<file path="src/hdl/assert_macros.svh">
// ----------------------------------------------------------------------------
// assertion macros
// clocked property checks that drop out of the build when SYNTH is set
// ----------------------------------------------------------------------------
`ifndef ASSERT_MACROS_SVH
`define ASSERT_MACROS_SVH

`ifndef SYNTH
// implication or plain property under reset
`define ASSERT_PROP(lbl, clk, rst_n, prop, msg) \
    lbl: assert property (@(posedge clk) disable iff (!rst_n) prop) else $error(msg);
// expression that must never be true out of reset
`define ASSERT_NEVER(lbl, clk, rst_n, expr, msg) \
    lbl: assert property (@(posedge clk) disable iff (!rst_n) !(expr)) else $error(msg);
`else
`define ASSERT_PROP(lbl, clk, rst_n, prop, msg)
`define ASSERT_NEVER(lbl, clk, rst_n, expr, msg)
`endif

`endif

</file>
<file path="src/hdl/id3fp_pkg.sv">
// ----------------------------------------------------------------------------
// id3fp_pkg
// types, codes and helpers shared by the id3v2 frame stream parser
// ----------------------------------------------------------------------------
package id3fp_pkg;

    // walk phase, one-hot
    typedef enum logic [3:0] {
        PH_TAG  = 4'b0001,
        PH_FHDR = 4'b0010,
        PH_BODY = 4'b0100,
        PH_DONE = 4'b1000
    } phase_t;

    // byte label on the result channel
    typedef enum logic [1:0] {
        KIND_TAG_HDR   = 2'd0,
        KIND_FRAME_HDR = 2'd1,
        KIND_CONTENT   = 2'd2,
        KIND_PAD       = 2'd3
    } kind_t;

    // configuration register indexes
    typedef enum logic [0:0] {
        CFG_TARGET_ID = 1'b0,
        CFG_STOP      = 1'b1
    } cfg_index_t;

    localparam logic [3:0]  HC_SIZE_START  = 4'd6;   // tag size bytes 6..9
    localparam logic [3:0]  HC_LAST        = 4'd9;   // last of 10 header bytes
    localparam logic [3:0]  HC_FSIZE_FIRST = 4'd4;   // frame size bytes 4..7
    localparam logic [3:0]  HC_FSIZE_LAST  = 4'd7;
    localparam logic [28:0] OFFSET_MAX     = 29'h1FFF_FFFF;
    localparam logic [7:0]  PAD_BYTE       = 8'h00;

    typedef struct packed {
        logic [31:0] target_id;
        logic        stop_after_match;
    } cfg_t;

    typedef struct packed {
        logic [7:0]  out_byte;
        kind_t       byte_kind;
        logic        frame_match;
        logic [27:0] frame_length;
        logic [27:0] tag_length;
        logic        frame_end;
        logic        walk_end;
        logic        not_found;
    } result_t;

    typedef struct packed {
        logic done;
        logic in_body;
    } status_t;

    // append the 7 low bits of a synchsafe byte
    function automatic logic [27:0] sync_push(input logic [27:0] acc, input logic [7:0] b);
        sync_push = {acc[20:0], b[6:0]};
    endfunction

endpackage

</file>
<file path="src/hdl/id3fp_walker.sv">
// ----------------------------------------------------------------------------
// id3fp_walker
// parse state and per-byte labelling logic, one byte per transaction
// ----------------------------------------------------------------------------
module id3fp_walker (
    input  logic                aclk,
    input  logic                aresetn,
    input  logic                in_acc,
    input  logic [7:0]          in_byte,
    input  logic                first_byte,
    input  id3fp_pkg::cfg_t     cfg,
    output id3fp_pkg::result_t res,
    output id3fp_pkg::status_t status
);

    id3fp_pkg::phase_t phase_reg, phase_next, cur_phase;
    logic [3:0]  hc_reg, hc_next, cur_hc;
    logic [28:0] offset_reg, offset_next, cur_offset;
    logic [27:0] tag_size_reg, tag_size_next, cur_tag;
    logic [31:0] id_reg, id_next, cur_id;
    logic [27:0] size_reg, size_next, cur_size;
    logic [27:0] left_reg, left_next, cur_left;
    logic        seen_reg, seen_next, cur_seen;
    logic        hit_reg, hit_next, cur_hit;
    logic [27:0] left_dec;
    logic [27:0] size_upd;

    always_comb begin
        // restart mark clears the parse state before this byte is used
        cur_phase  = first_byte ? id3fp_pkg::PH_TAG : phase_reg;
        cur_hc     = first_byte ? 4'd0 : hc_reg;
        cur_offset = first_byte ? 29'd0 : offset_reg;
        cur_tag    = first_byte ? 28'd0 : tag_size_reg;
        cur_id     = first_byte ? 32'd0 : id_reg;
        cur_size   = first_byte ? 28'd0 : size_reg;
        cur_left   = first_byte ? 28'd0 : left_reg;
        cur_seen   = first_byte ? 1'b0 : seen_reg;
        cur_hit    = first_byte ? 1'b0 : hit_reg;

        phase_next    = cur_phase;
        hc_next       = cur_hc;
        offset_next   = cur_offset;
        tag_size_next = cur_tag;
        id_next       = cur_id;
        size_next     = cur_size;
        left_next     = cur_left;
        seen_next     = cur_seen;
        hit_next      = cur_hit;
        size_upd      = id3fp_pkg::sync_push(cur_size, in_byte);
        left_dec      = (cur_left != 28'd0) ? cur_left - 28'd1 : 28'd0;

        res.out_byte     = in_byte;
        res.byte_kind    = id3fp_pkg::KIND_PAD;
        res.frame_match  = 1'b0;
        res.frame_length = 28'd0;
        res.frame_end    = 1'b0;
        res.walk_end     = 1'b0;
        res.not_found    = 1'b0;

        if (cur_phase != id3fp_pkg::PH_DONE && cur_offset != id3fp_pkg::OFFSET_MAX) begin
            offset_next = cur_offset + 29'd1;
        end

        unique case (cur_phase)
            id3fp_pkg::PH_TAG: begin
                res.byte_kind = id3fp_pkg::KIND_TAG_HDR;
                if (cur_hc >= id3fp_pkg::HC_SIZE_START) begin
                    size_next = size_upd;
                end
                if (cur_hc >= id3fp_pkg::HC_LAST) begin
                    tag_size_next = size_next;
                    size_next     = 28'd0;
                    hc_next       = 4'd0;
                    phase_next    = id3fp_pkg::PH_FHDR;
                end else begin
                    hc_next = cur_hc + 4'd1;
                end
            end
            id3fp_pkg::PH_FHDR: begin
                if (cur_hc == 4'd0 && ((cur_offset > {1'b0, cur_tag}) ||
                                       (in_byte == id3fp_pkg::PAD_BYTE))) begin
                    // padding or tag end on the first id byte
                    res.walk_end  = 1'b1;
                    res.not_found = !cur_seen;
                    phase_next    = id3fp_pkg::PH_DONE;
                end else begin
                    res.byte_kind = id3fp_pkg::KIND_FRAME_HDR;
                    if (cur_hc < id3fp_pkg::HC_FSIZE_FIRST) begin
                        id_next = {cur_id[23:0], in_byte};
                    end else if (cur_hc == id3fp_pkg::HC_FSIZE_FIRST) begin
                        size_next = {21'd0, in_byte[6:0]};
                    end else if (cur_hc <= id3fp_pkg::HC_FSIZE_LAST) begin
                        size_next = size_upd;
                    end
                    if (cur_hc >= id3fp_pkg::HC_LAST) begin
                        hit_next         = (cur_id == cfg.target_id);
                        seen_next        = cur_seen | hit_next;
                        res.frame_match  = hit_next;
                        res.frame_length = cur_size;
                        left_next        = cur_size;
                        hc_next          = 4'd0;
                        if (cur_size == 28'd0) begin
                            res.frame_end = 1'b1;
                            if (hit_next && cfg.stop_after_match) begin
                                res.walk_end = 1'b1;
                                phase_next   = id3fp_pkg::PH_DONE;
                            end else begin
                                phase_next = id3fp_pkg::PH_FHDR;
                            end
                        end else begin
                            phase_next = id3fp_pkg::PH_BODY;
                        end
                    end else begin
                        hc_next = cur_hc + 4'd1;
                    end
                end
            end
            id3fp_pkg::PH_BODY: begin
                res.byte_kind    = id3fp_pkg::KIND_CONTENT;
                res.frame_match  = cur_hit;
                res.frame_length = cur_size;
                left_next        = left_dec;
                if (left_dec == 28'd0) begin
                    res.frame_end = 1'b1;
                    hc_next       = 4'd0;
                    if (cur_hit && cfg.stop_after_match) begin
                        res.walk_end = 1'b1;
                        phase_next   = id3fp_pkg::PH_DONE;
                    end else begin
                        phase_next = id3fp_pkg::PH_FHDR;
                    end
                end
            end
            default: begin
                res.byte_kind = id3fp_pkg::KIND_PAD;
            end
        endcase

        res.tag_length = tag_size_next;
    end

    always_ff @(posedge aclk) begin
        if (!aresetn) begin
            phase_reg    <= id3fp_pkg::PH_TAG;
            hc_reg       <= 4'd0;
            offset_reg   <= 29'd0;
            tag_size_reg <= 28'd0;
            id_reg       <= 32'd0;
            size_reg     <= 28'd0;
            left_reg     <= 28'd0;
            seen_reg     <= 1'b0;
            hit_reg      <= 1'b0;
        end else if (in_acc) begin
            phase_reg    <= phase_next;
            hc_reg       <= hc_next;
            offset_reg   <= offset_next;
            tag_size_reg <= tag_size_next;
            id_reg       <= id_next;
            size_reg     <= size_next;
            left_reg     <= left_next;
            seen_reg     <= seen_next;
            hit_reg      <= hit_next;
        end
    end

    assign status.done    = (phase_reg == id3fp_pkg::PH_DONE);
    assign status.in_body = (phase_reg == id3fp_pkg::PH_BODY);

endmodule

</file>
<file path="src/hdl/id3fp_out_stage.sv">
// ----------------------------------------------------------------------------
// id3fp_out_stage
// result register with backpressure toward the input side
// ----------------------------------------------------------------------------
module id3fp_out_stage (
    input  logic                aclk,
    input  logic                aresetn,
    input  logic                load,
    input  id3fp_pkg::result_t  res_in,
    output logic                can_load,
    output logic                out_valid,
    input  logic                out_ready,
    output id3fp_pkg::result_t  res_out
);

    logic               valid_reg, valid_next;
    id3fp_pkg::result_t res_reg;

    // a held result leaves in the same cycle a new one is loaded
    assign can_load   = !valid_reg || out_ready;
    assign valid_next = load || (valid_reg && !out_ready);

    always_ff @(posedge aclk) begin
        if (!aresetn) begin
            valid_reg <= 1'b0;
        end else begin
            valid_reg <= valid_next;
        end
    end

    always_ff @(posedge aclk) begin
        if (load) begin
            res_reg <= res_in;
        end
    end

    assign out_valid = valid_reg;
    assign res_out   = res_reg;

endmodule

</file>
<file path="src/hdl/id3v2_frame_stream_parser.sv">
// ----------------------------------------------------------------------------
// id3v2_frame_stream_parser
// labels the bytes of an id3v2 tag and flags the frame whose id is sought
//
//   channel | dir | handshake          | payload
//   s_      | in  | s_tvalid/s_tready  | tdata: in_byte; tuser: first_byte
//   m_      | out | m_tvalid/m_tready  | tdata: byte, frame/tag length;
//           |     |                    | tuser: kind, flags; tlast: frame end
//   cfg_    | in  | cfg_valid/cfg_ready| index 0 target id, 1 stop after match
//
// one byte per clock while s_tready is high; each result appears in the cycle after its byte is taken
// parse state and result register sit on either side of one level of logic
// reset (aresetn low, synchronous) clears the walk and both config registers
// s_tready drops only while a result is held and m_tready is low
// cfg_ready is always high
// ----------------------------------------------------------------------------
`include "assert_macros.svh"

module id3v2_frame_stream_parser (
    input  logic        aclk,
    input  logic        aresetn,
    input  logic        s_tvalid,
    output logic        s_tready,
    input  logic [7:0]  s_tdata,    // [7:0] in_byte
    input  logic [0:0]  s_tuser,    // [0] first_byte
    output logic        m_tvalid,
    input  logic        m_tready,
    output logic [63:0] m_tdata,    // [7:0] out_byte, [35:8] frame_length, [63:36] tag_length
    output logic [4:0]  m_tuser,    // [1:0] byte_kind, [2] frame_match, [3] walk_end,
                                    // [4] not_found
    output logic        m_tlast,    // frame_end
    input  logic        cfg_valid,
    output logic        cfg_ready,
    input  logic [0:0]  cfg_index,
    input  logic [31:0] cfg_data
);

    id3fp_pkg::cfg_t    cfg_reg;
    id3fp_pkg::result_t walk_res;
    id3fp_pkg::result_t out_res;
    id3fp_pkg::status_t st;
    logic               in_acc;

    assign cfg_ready = 1'b1;

    always_ff @(posedge aclk) begin
        if (!aresetn) begin
            cfg_reg.target_id        <= 32'd0;
            cfg_reg.stop_after_match <= 1'b0;
        end else if (cfg_valid && cfg_ready) begin
            unique case (id3fp_pkg::cfg_index_t'(cfg_index))
                id3fp_pkg::CFG_TARGET_ID: cfg_reg.target_id        <= cfg_data;
                id3fp_pkg::CFG_STOP:      cfg_reg.stop_after_match <= cfg_data[0];
                default:                  cfg_reg                  <= cfg_reg;
            endcase
        end
    end

    assign in_acc = s_tvalid && s_tready;

    id3fp_walker u_walker (
        .aclk       (aclk),
        .aresetn    (aresetn),
        .in_acc     (in_acc),
        .in_byte    (s_tdata),
        .first_byte (s_tuser[0]),
        .cfg        (cfg_reg),
        .res        (walk_res),
        .status     (st)
    );

    id3fp_out_stage u_out (
        .aclk      (aclk),
        .aresetn   (aresetn),
        .load      (in_acc),
        .res_in    (walk_res),
        .can_load  (s_tready),
        .out_valid (m_tvalid),
        .out_ready (m_tready),
        .res_out   (out_res)
    );

    assign m_tdata = {out_res.tag_length, out_res.frame_length, out_res.out_byte};
    assign m_tuser = {out_res.not_found, out_res.walk_end, out_res.frame_match,
                      out_res.byte_kind};
    assign m_tlast = out_res.frame_end;

    // a finished walk leaves the parser parked until a restart mark
    `ASSERT_PROP(a_walk_end_parks, aclk, aresetn, (in_acc && walk_res.walk_end) |=> st.done, "walk end did not park the parser")
    // parked parser labels every unmarked byte as padding
    `ASSERT_PROP(a_done_is_pad, aclk, aresetn, (in_acc && st.done && !s_tuser[0]) |-> (walk_res.byte_kind == id3fp_pkg::KIND_PAD && !walk_res.walk_end), "byte after walk end not padding")
    // inside a frame body an unmarked byte is content
    `ASSERT_PROP(a_body_is_content, aclk, aresetn, (in_acc && st.in_body && !s_tuser[0]) |-> (walk_res.byte_kind == id3fp_pkg::KIND_CONTENT), "body byte not labelled content")
    // every taken byte shows up on the result side next cycle
    `ASSERT_PROP(a_result_follows, aclk, aresetn, in_acc |=> m_tvalid, "accepted byte produced no result")
    // not found is only raised on the walk end byte
    `ASSERT_NEVER(a_nf_needs_end, aclk, aresetn, in_acc && walk_res.not_found && !walk_res.walk_end, "not found without walk end")

endmodule
</file>
<file path="config.mk">
export PLATFORM = sky130hd
export DESIGN_NAME = id3v2_frame_stream_parser
export DESIGN_NICKNAME = d
export VERILOG_FILES = /design/src/hdl/id3fp_pkg.sv /design/src/hdl/id3fp_walker.sv /design/src/hdl/id3fp_out_stage.sv /design/src/hdl/id3v2_frame_stream_parser.sv
export VERILOG_INCLUDE_DIRS = /design/src /design/src/hdl
export SDC_FILE = /design/constraint.sdc
export NUM_CORES = 1
export LEC_CHECK = 0
export BUFFER_PORTS_ARGS = -buffer_cell sky130_fd_sc_hd__buf_2
export CELL_PAD_IN_SITES_DETAIL_PLACEMENT = 1
export CELL_PAD_IN_SITES_GLOBAL_PLACEMENT = 1
export CORE_ASPECT_RATIO = 0.75
export CORE_MARGIN = 2
export CORE_UTILIZATION = 38
export CTS_CLUSTER_DIAMETER = 60
export DETAILED_ROUTE_END_ITERATION = 8
export PLACE_DENSITY_LB_ADDON = 0.1
export SLEW_MARGIN = 20
export SYNTH_ARGS = -nofsm -noshare
export SYNTH_HDL_FRONTEND = slang
export SYNTH_SLANG_ARGS = --single-unit
</file>
<file path="constraint.sdc">
create_clock -name aclk -period 8.01 [get_ports aclk]
set_input_delay 1.602 -clock aclk [delete_from_list [all_inputs] [get_ports aclk]]
set_output_delay 1.602 -clock aclk [all_outputs]
set_load 0.01 [all_outputs]
</file>
==> key figures, run 1 <==
Yosys
  • Most common flop cell mapped by yosys: dfxtp_1
  • Post-Synthesis Cells: 1683
  • Syn_nets: 1764
  • Post-Syn Area: 13900 um2
  • Area contributors post-synth: dfxtp_1 (27%), edfxtp_1 (15%), nand2_1 (7.9%), a21oi_1 (5.4%), nor2_1 (4.5%)
  • Post-synthesis async set-or-reset flop share: 0
  • Distinct cells, synth: 85
  • Sequential area share after synthesis: 0.422
  • Synth top area share: 0.272
  • EDFF count, synth: 70
  • Syn Area/Cell: 8.28 um2
  • #FFs+latches synth: 259
  • Synthesis Warnings: 0
  • Cell type with the largest total area after synthesis: dfxtp_1

Clock network
  • CTS tree: built
  • Setup Buffers After CTS: 0
  • Clk sinks: 259
  • Post_cts resized: 0
  • Clk root buf: clkbuf_16
  • Num CTS Buffers: 29
  • Worst-skew pair later-pin latency: roughly 600 ps
  • Max H-tree Level: 1
  • CTS max path bufs: 3
  • Clock slew at reported path FFs: around 70 ps
  • Hold_buf cts: 0

Timing
  • Final Max Tran Viols: 0
  • Hold_ws: 460 ps
  • Final period util: 0.775
  • Clock Skew: around 9.6 ps
  • Worst-Margin Slew: 1030 ps
  • Final setup viols: 0
  • Relative slew margins: 0.311
  • Endpoints failing hold: 0
  • Fin Setup TNS: 0 ps
  • Final worst setup slack: 1800 ps
  • FMAX: ~0.16 GHz
  • RSZ-0062 raised after global routing: no
  • Minimum clock period after layout: about 6200 ps

Global route
  • Initial antenna violation count: 1
  • Grt ovf: 0
  • Global-route wire length before repair: 81300 um
  • Vias in the first global route: 12900
  • GRT Resource Usage Total: 0.279
  • Largest net degree at the start of global routing: 76

Min path
  • Worst hold path startpoint: u_walker.tag_size_reg[2]
  • Worst Hold Path EP: u_walker.tag_size_reg[2]
  • Hold crit path type: register to register
  • Hold Path Stages: 2

Critical path
  • R2R cell count: 11
  • Crit path DAT: 6690 ps
  • CP max stage cell: nor2_1
  • Worst path cell trace: buf_4 -> inv_2 -> nand2_1 -> ha_1 -> inv_2 -> or3_1 -> and2_1 -> nand2_1 -> nand2_1 -> nor2_1 -> a221oi_1 -> a211oi_1
  • Family with the most delay on the worst path: simple AND/OR/NAND/NOR gates
  • R2R Path End: u_walker.left_reg[14]
  • Startpoint types: input pin
  • Setup slack, reg-to-reg: 3500 ps
  • CP peak stage delay: approximately 660 ps
  • RR Startpoint: u_walker.hc_reg[1]
  • CP Class: input pin to register
  • Max FO, Critical Path: between 60 and 70
  • Critical Path RT: around 8500 ps
  • Most used cell, CP: nand2_1
  • Crit path buf inv count: 3
  • CP Capture Type: register

Drt
  • Post-route ant nets: 0
  • Initial DRC Count: 1318
  • Drc violations: 0
  • Wirelength, routed: 53700 um
  • Per-cell routed wire length: 24.2 um
  • Via density: 6.04
  • Drt pass-1 iters: 5
  • Vias: 13400

Place
  • Port Buf Inserts: ~120
  • Final GP Congestion: 0.898
  • HPWL after DPL: between 30000 and 40000 um
  • Dpl ws: 1410 ps

Layout
  • P&R area growth vs syn: 14.0%
  • Max reg flops: 70
  • Nets@finish: 1812
  • Fraction of layout cells with a size suffix above 1: 0.123
  • Final Util: 0.442
  • # fillers: 4245

Job
  • # Max-Cap Violations: 0

Floorplan
  • Die W: 225 um
  • CORE AREA: 36000 um2
  • Rows: 60
  • Die area: 38200 um2
  • Chip height: 170 um
  • Effective utilization at floorplan: 0.387
  • Io pins: 120

Power
  • Total power: approximately 3.2 mW
  • PD cells: 200 nW/um2
  • Peak supply drop: ~0.13 mV
  • Static Leak: just under 6 nW

Status
  • Outcome: finished clean
synth_stat cells (9+ instances only):
library cell and instances:
xor2_1 20, nand4_1 32, nand2_1 294, and3_1 18, clkbuf_1 103, nor2b_1 32, nor2_1 168, nor4bb_1 15
a31oi_1 20, mux2i_1 17, nor3b_1 9, dfxtp_1 189, inv_1 19, a22o_1 32, edfxtp_1 70, a21oi_1 151
o21ai_0 88, a22oi_1 40, nor3_1 19, or4_1 9, nand3_1 24, buf_1 10, a211oi_1 18, and2_1 41
nor4_1 16, xnor2_1 25, ha_1 34, a311oi_1 12
placed cells by master (no fill, tap or decap), drive strengths merged, types with 32 or more instances in the layout:
cell and count:
a21oi 151, a22o 32, a22oi 40, and2 44, buf 138, clkbuf 40, dfxtp 189, edfxtp 70
ha 34, nand2 294, nand4 32, nor2 169, nor2b 32, o21ai 90
cell type report:
class / count / area, um2 / area share
clock buffers: 40 / 890 / 0.0560
well taps: 465 / 582 / 0.0366
clock inverters: 13 / 174 / 0.0110
flip-flops and latches: 259 / 5890 / 0.371
multi-input cells: 1282 / 7520 / 0.473
inverters: 21 / 83.8 / 0.00528
repair buffers: 138 / 743 / 0.0468
diodes: 1 / 2.50 / 0.000158
routing by layer:
metal	track usage	wire (um)
met3	0.0694	4070
met5	0	0
met2	0.395	21700
met1	0.424	27000
met4	0.0536	955
where the power goes:
part | leakage [nW] | internal, mW | switching (mW)
Clock | 0.519 | 0.878 | 0.603
Sequential | 2.23 | 1.38 | 0.0326
Combinational | 3.05 | 0.0853 | 0.200
worst reg2reg max path: cells and delay by family, from the launching register on:
family / cells / cell delay [ps]
fa+ha+maj: 1 / 340
simple gates: 6 / 2850
compound gates: 2 / 540
buf+inv: 2 / 260
flops: 1 / 350
cells by family (layout without fill, tap and decap cells):
logic type	Yosys count	after routing	synth area share
compound gates	459	459	0.213
xor+xnor	45	45	0.0283
fa+ha+maj	34	34	0.0305
buf+inv	142	212	0.0396
flops	259	259	0.422
mux	18	18	0.0130
other cells	1	2	0.000269
simple gates	725	725	0.253
how the worst max path moves through the flow:
stage,start,to,slack [ps],cells after the start
floorplan,s_tuser,u_walker.id_reg[10],2260,18
global placement,s_tuser,u_walker.left_reg[16],1600,12
detailed placement,s_tuser,u_walker.left_reg[14],1410,12
CTS,s_tuser,u_walker.left_reg[14],1950,12
global route,s_tuser,u_walker.left_reg[14],1400,12
finish,s_tuser,u_walker.left_reg[14],1800,12
per-stage QoR:
stage	area [um2]	std cells
floorplan	13900	1683
global placement	14800	2165
detailed placement	14800	2165
CTS	15900	2218
global route	15900	2218
finish	15900	2219
No activity file was read; power rests on OpenSTA's default activity.
==> inputs of run 2 (changes only) <==
==> constraint.sdc (replaced) <==
create_clock -name aclk -period 5.1 [get_ports aclk]
set_input_delay 1.02 -clock aclk [delete_from_list [all_inputs] [get_ports aclk]]
set_output_delay 1.02 -clock aclk [all_outputs]
set_load 0.01 [all_outputs]
==> key figures, run 2 (same netlist as run 1, synthesis figures left out) <==
Status
  • Outcome: finished clean (unchanged)

Floorplan
  • CORE AREA: 36000 um2 (unchanged)
  • Die area: 38200 um2 (unchanged)
  • Effective utilization at floorplan: 0.387 (unchanged)
  • Chip height: 170 um (unchanged)
  • Io pins: 120 (unchanged)
  • Die W: 225 um (unchanged)
  • Rows: 60 (unchanged)

Min path
  • Hold crit path type: register to register (unchanged)
  • Hold Path Stages: 2 (unchanged)

Layout
  • Commonest non-fill, non-tap cell in the layout: nand2_1 (unchanged)
  • Post-route cell area: 16100 um2 (was 15900 um2)
  • Nets@finish: 1838 (was 1812)
  • N_diodes: 0 (was 1)
  • Commonest non-fill, non-tap cells in the layout: nand2_1 (292), dfxtp_1 (189), nor2_1 (167), a21oi_1 (150), buf_2 (117) (unchanged)
  • P&R area growth vs syn: 15.7% (was 14.0%)
  • Fraction of layout cells with a size suffix above 1: 0.133 (was 0.123)
  • Max reg flops: 70 (unchanged)
  • # fillers: 4275 (was 4245)

Timing
  • Final Max Tran Viols: 0 (unchanged)
  • Relative slew margins: 0.341 (was 0.311)
  • Clock Skew: 15.0 ps (was 9.61 ps)
  • Hold_ws: 463 ps (was 460 ps)
  • Minimum clock period after layout: roughly 4000 ps
  • Worst-Margin Slew: 988 ps (was 1030 ps)
  • FMAX: 0.257 GHz
  • Final worst setup slack: 1210 ps (was 1800 ps)
  • Final period util: 0.763
  • RSZ-0062 raised after global routing: no (unchanged)
  • Fin Setup TNS: 0 ps (unchanged)
  • Final setup viols: 0 (unchanged)
  • Endpoints failing hold: 0 (unchanged)

Critical path
  • Max FO, Critical Path: 8 (was 66)
  • Startpoint types: register (was input pin)
  • CP Capture Type: register (unchanged)
  • Crit path DAT: 4360 ps (was 6690 ps)
  • Critical Path RT: 5570 ps (was 8490 ps)
  • R2R cell count: 9 (was 11)
  • CP Class: register to register (was input pin to register)

Clock network
  • Clock slew at reported path FFs: 60 ps (was 70 ps)
  • Hold_buf cts: 0 (unchanged)
  • Clk sinks: 259 (unchanged)
  • Worst-skew pair later-pin latency: 600 ps (was 590 ps)
  • CTS tree: built (unchanged)
  • CTS max path bufs: 3 (unchanged)
  • Max H-tree Level: 1 (unchanged)
  • Setup Buffers After CTS: 0 (unchanged)
  • Num CTS Buffers: 30 (was 29)
  • Clk root buf: clkbuf_16 (unchanged)
  • Post_cts resized: 0 (unchanged)

Power
  • PD cells: 311 nW/um2 (was 200 nW/um2)
  • Peak supply drop: 0.241 mV (was 0.133 mV)
  • Total power: 5.01 mW (was 3.17 mW)
  • Static Leak: 5.94 nW (was 5.80 nW)

Drt
  • Initial DRC Count: 1301 (was 1318)
  • Per-cell routed wire length: 24.1 um (was 24.2 um)
  • Post-route ant nets: 0 (unchanged)
  • Drt pass-1 iters: 5 (unchanged)
  • Drc violations: 0 (unchanged)
  • Vias: 13500 (was 13400)
  • Wirelength, routed: 54200 um (was 53700 um)
  • Via density: 5.99 (was 6.04)

Place
  • Port Buf Inserts: 118 (unchanged)
  • Final GP Congestion: 0.928 (was 0.898)
  • DP Area: 15000 um2 (was 14800 um2)
  • HPWL after DPL: 39200 um (was 38200 um)
  • Dpl ws: 694 ps (was 1410 ps)

Global route
  • GRT Resource Usage Total: 0.281 (was 0.279)
  • Grt ovf: 0 (unchanged)
  • Initial antenna violation count: 2 (was 1)
  • Vias in the first global route: 13100 (was 12900)
  • Largest net degree at the start of global routing: 96 (was 76)
  • Global-route wire length before repair: 82500 um (was 81300 um)

Job
  • # Max-Cap Violations: 0 (unchanged)
-- run 2: area by class of cell --
type	instances	area, um2	area share
multi-input cells	1282	7530	0.467
flip-flops and latches	259	5890	0.365
repair buffers	163	968	0.0601
clock buffers	41	866	0.0537
well taps	465	582	0.0361
clock inverters	15	203	0.0126
inverters	21	83.8	0.00520
-- run 2: critical path: stages (launching register included) --
cell	delay, ps
dfxtp_1	420
nor4_4	490
nand4_1	440
or4_1	740
xor2_1	230
nand4_1	130
nor4_2	500
o211ai_2	240
and2_1	230
o311a_1	340
-- run 2: power by group --
part / internal [mW] / switching [mW]
logic: 0.140 / 0.314
registers: 2.16 / 0.0490
clock network: 1.40 / 0.948
-- run 2: per-stage QoR --
| step | cells | utilization |
|---|---|---|
| 2_1_floorplan | 1683 | - |
| 3_3_place_gp | 2190 | 0.418 |
| 3_5_place_dp | 2190 | 0.418 |
| 4_1_cts | 2246 | 0.448 |
| 5_1_grt | 2246 | 0.448 |
| 6_report | 2246 | 0.448 |
-- run 2: final timing paths --
kind	start	end	slack, ps
worst max-delay path	u_walker.left_reg[9]	u_walker.hc_reg[0]	1210
worst min register to register	u_walker.tag_size_reg[1]	u_walker.tag_size_reg[1]	460
worst min-delay path	u_walker.tag_size_reg[1]	u_walker.tag_size_reg[1]	460
worst max register to register	u_walker.left_reg[9]	u_walker.hc_reg[0]	1210
-- run 2: per-layer routing --
metal  routed length, um  share of wire  global-route usage  vias up
met1               27600           0.51               0.445     6755
li1                    -              -                   -     6234
met2               22100           0.41               0.404      402
met5                  13        0.00024                   0        -
met4                1060          0.020              0.0596        2
met3                3340          0.062              0.0328       71
==> inputs of run 3 (changes only) <==
==> constraint.sdc (replaced) <==
create_clock -name aclk -period 3.4 [get_ports aclk]
set_input_delay 0.68 -clock aclk [delete_from_list [all_inputs] [get_ports aclk]]
set_output_delay 0.68 -clock aclk [all_outputs]
set_load 0.01 [all_outputs]
==> key figures, run 3 (same netlist as run 1, synthesis figures left out) <==
Job
  • # Max-Cap Violations: 0 (unchanged)

Clock network
  • CTS tree: built (unchanged)
  • CTS max path bufs: 3 (unchanged)
  • Clk root buf: clkbuf_16 (unchanged)
  • Worst-skew pair later-pin latency: 600 ps (about the same)
  • Setup Buffers After CTS: 0 (unchanged)
  • Hold_buf cts: 0 (unchanged)
  • Clk sinks: 259 (unchanged)
  • Num CTS Buffers: 31 (was 30)
  • Post_cts resized: 0 (unchanged)
  • Clock slew at reported path FFs: 60 ps (about the same)
  • Max H-tree Level: 1 (unchanged)

Global route
  • Global-route wire length before repair: 84900 um (was 82500 um)
  • GRT Resource Usage Total: 0.290 (was 0.281)
  • Grt ovf: 0 (unchanged)
  • Vias in the first global route: 13800 (was 13100)
  • Initial antenna violation count: 1 (was 2)
  • Largest net degree at the start of global routing: 75 (was 96)

Layout
  • Final Util: 0.484 (was 0.448)
  • Nets@finish: 1993 (was 1838)
  • N_diodes: 0 (unchanged)
  • Commonest non-fill, non-tap cell in the layout: nand2_1 (unchanged)
  • Commonest non-fill, non-tap cells in the layout: nand2_1 (289), buf_4 (192), dfxtp_1 (189), nor2_1 (163), a21oi_1 (150) (was nand2_1 (292), dfxtp_1 (189), nor2_1 (167), a21oi_1 (150), buf_2 (117))
  • P&R area growth vs syn: 24.9% (was 15.7%)
  • # fillers: 4356 (was 4275)
  • Max reg flops: 70 (unchanged)
  • Fraction of layout cells with a size suffix above 1: 0.213 (was 0.133)

Timing
  • Worst-Margin Slew: 956 ps (was 988 ps)
  • Final period util: 0.950
  • Final setup viols: 0 (unchanged)
  • RSZ-0062 raised after global routing: no (unchanged)
  • Relative slew margins: 0.362 (was 0.341)
  • Clock Skew: 22.1 ps (was 15.0 ps)
  • Endpoints failing hold: 0 (unchanged)
  • Minimum clock period after layout: roughly 3200 ps
  • Final Max Tran Viols: 0 (unchanged)
  • Final worst setup slack: 170 ps (was 1210 ps)
  • FMAX: 0.310 GHz

Floorplan
  • CORE AREA: 36000 um2 (unchanged)
  • Die W: 225 um (unchanged)
  • Rows: 60 (unchanged)
  • Chip height: 170 um (unchanged)
  • Die area: 38200 um2 (unchanged)
  • Effective utilization at floorplan: 0.387 (unchanged)
  • Io pins: 120 (unchanged)

Critical path
  • CP max stage cell: or4_1 (unchanged)
  • Worst path cell trace: buf_4 -> buf_4 -> nand2b_1 -> inv_1 -> ha_1 -> nand4_1 -> or4_1 -> nor3_1 -> a311oi_1 -> o21ai_1 -> buf_4 -> nand2_2 -> o2bb2ai_2 -> or3_1 -> a31oi_1 (was nor4_4 -> nand4_1 -> or4_1 -> xor2_1 -> nand4_1 -> nor4_2 -> o211ai_2 -> and2_1 -> o311a_1)
  • CP peak stage delay: 570 ps (was 740 ps)
  • CP Capture Type: register (unchanged)
  • Crit path DAT: 3750 ps (was 4360 ps)
  • Most used cell, CP: buf_4 (was nand4_1)
  • CP Class: input pin to register (was register to register)
  • Max FO, Critical Path: 17 (was 8)
  • Critical Path RT: 3920 ps (was 5570 ps)
  • Crit path buf inv count: 4 (was 0)
  • Startpoint types: input pin (was register)
  • Family with the most delay on the worst path: simple AND/OR/NAND/NOR gates (unchanged)

Status
  • Outcome: finished clean (unchanged)

Drt
  • Post-route ant nets: 0 (unchanged)
  • Wirelength, routed: 55300 um (was 54200 um)
  • Drt pass-1 iters: 5 (unchanged)
  • Via density: 5.89 (was 5.99)
  • Drc violations: 0 (unchanged)
  • Initial DRC Count: 1292 (was 1301)
  • Per-cell routed wire length: 23.0 um (was 24.1 um)
  • Vias: 14100 (was 13500)

Place
  • Port Buf Inserts: 118 (unchanged)
  • HPWL after DPL: 41700 um (was 39200 um)
  • Dpl ws: -426 ps (was 694 ps)
  • Final GP Congestion: 0.957 (was 0.928)

Power
  • Static Leak: 6.74 nW (was 5.94 nW)
  • PD cells: 427 nW/um2 (was 311 nW/um2)
  • Peak supply drop: 0.411 mV (was 0.241 mV)

Min path
  • Hold crit path type: input pin to register (was register to register)
## run 3: cell types whose count changed in the layout (fill, tap and decap cells not counted), moves of 3 or more
cell / previous run / this run
clkinv_1: 1 / 4
buf_12: 3 / 8
bufinv_16: 4 / 1
buf_4: 43 / 192
nor2_1: 167 / 163
nand2_1: 292 / 289
ha_1: 34 / 31
nor2_2: 1 / 4
## run 3: worst paths after layout
check | from | cells past startpoint | slack [ps] | endpoint
hold reg to reg | u_walker.seen_reg | 2 | 460 | u_walker.seen_reg
setup / recovery | s_tuser | 15 | 170 | u_walker.hc_reg[1]
setup reg to reg | u_walker.left_reg[8] | 10 | 200 | u_walker.hc_reg[0]
hold / removal | s_tdata[7] | 1 | 320 | u_out.res_out[69]
## run 3: power by group
part	internal (mW)	switching, mW
clock	1.88	1.42
sequential	3.24	0.0647
combinational	0.309	0.516
total	5.43	2.00
## run 3: final cells by class
| class | instances | area (um2) | area share |
|---|---|---|---|
| clock buffers | 42 | 868 | 0.0499 |
| well taps | 465 | 582 | 0.0334 |
| repair buffers | 317 | 2190 | 0.126 |
| inverters | 21 | 86.3 | 0.00496 |
| clock inverters | 16 | 139 | 0.00798 |
| multi-input cells | 1282 | 7660 | 0.440 |
| flip-flops and latches | 259 | 5890 | 0.338 |
## run 3: through the flow
stage | cells | hold WS (ps) | total power [mW] | TNS (ps) | area (um2)
after floorplan | 1683 | 432 | 3.82 | -16680 | 14300
after global placement | 2344 | 440 | 4.17 | -12040 | 16400
after detailed placement | 2344 | 452 | 4.18 | -17400 | 16400
after CTS | 2402 | 302 | 7.47 | 0 | 17400
after global routing | 2402 | 311 | 7.69 | 0 | 17400
final | 2402 | 319 | 7.43 | 0 | 17400
## run 3: layer usage
layer,vias up,global-route usage,part of all wire
li1,6571,-,-
met1,7028,0.453,0.50
met2,468,0.401,0.40
met3,71,0.0552,0.082
met4,0,0.0726,0.025
met5,-,0,0
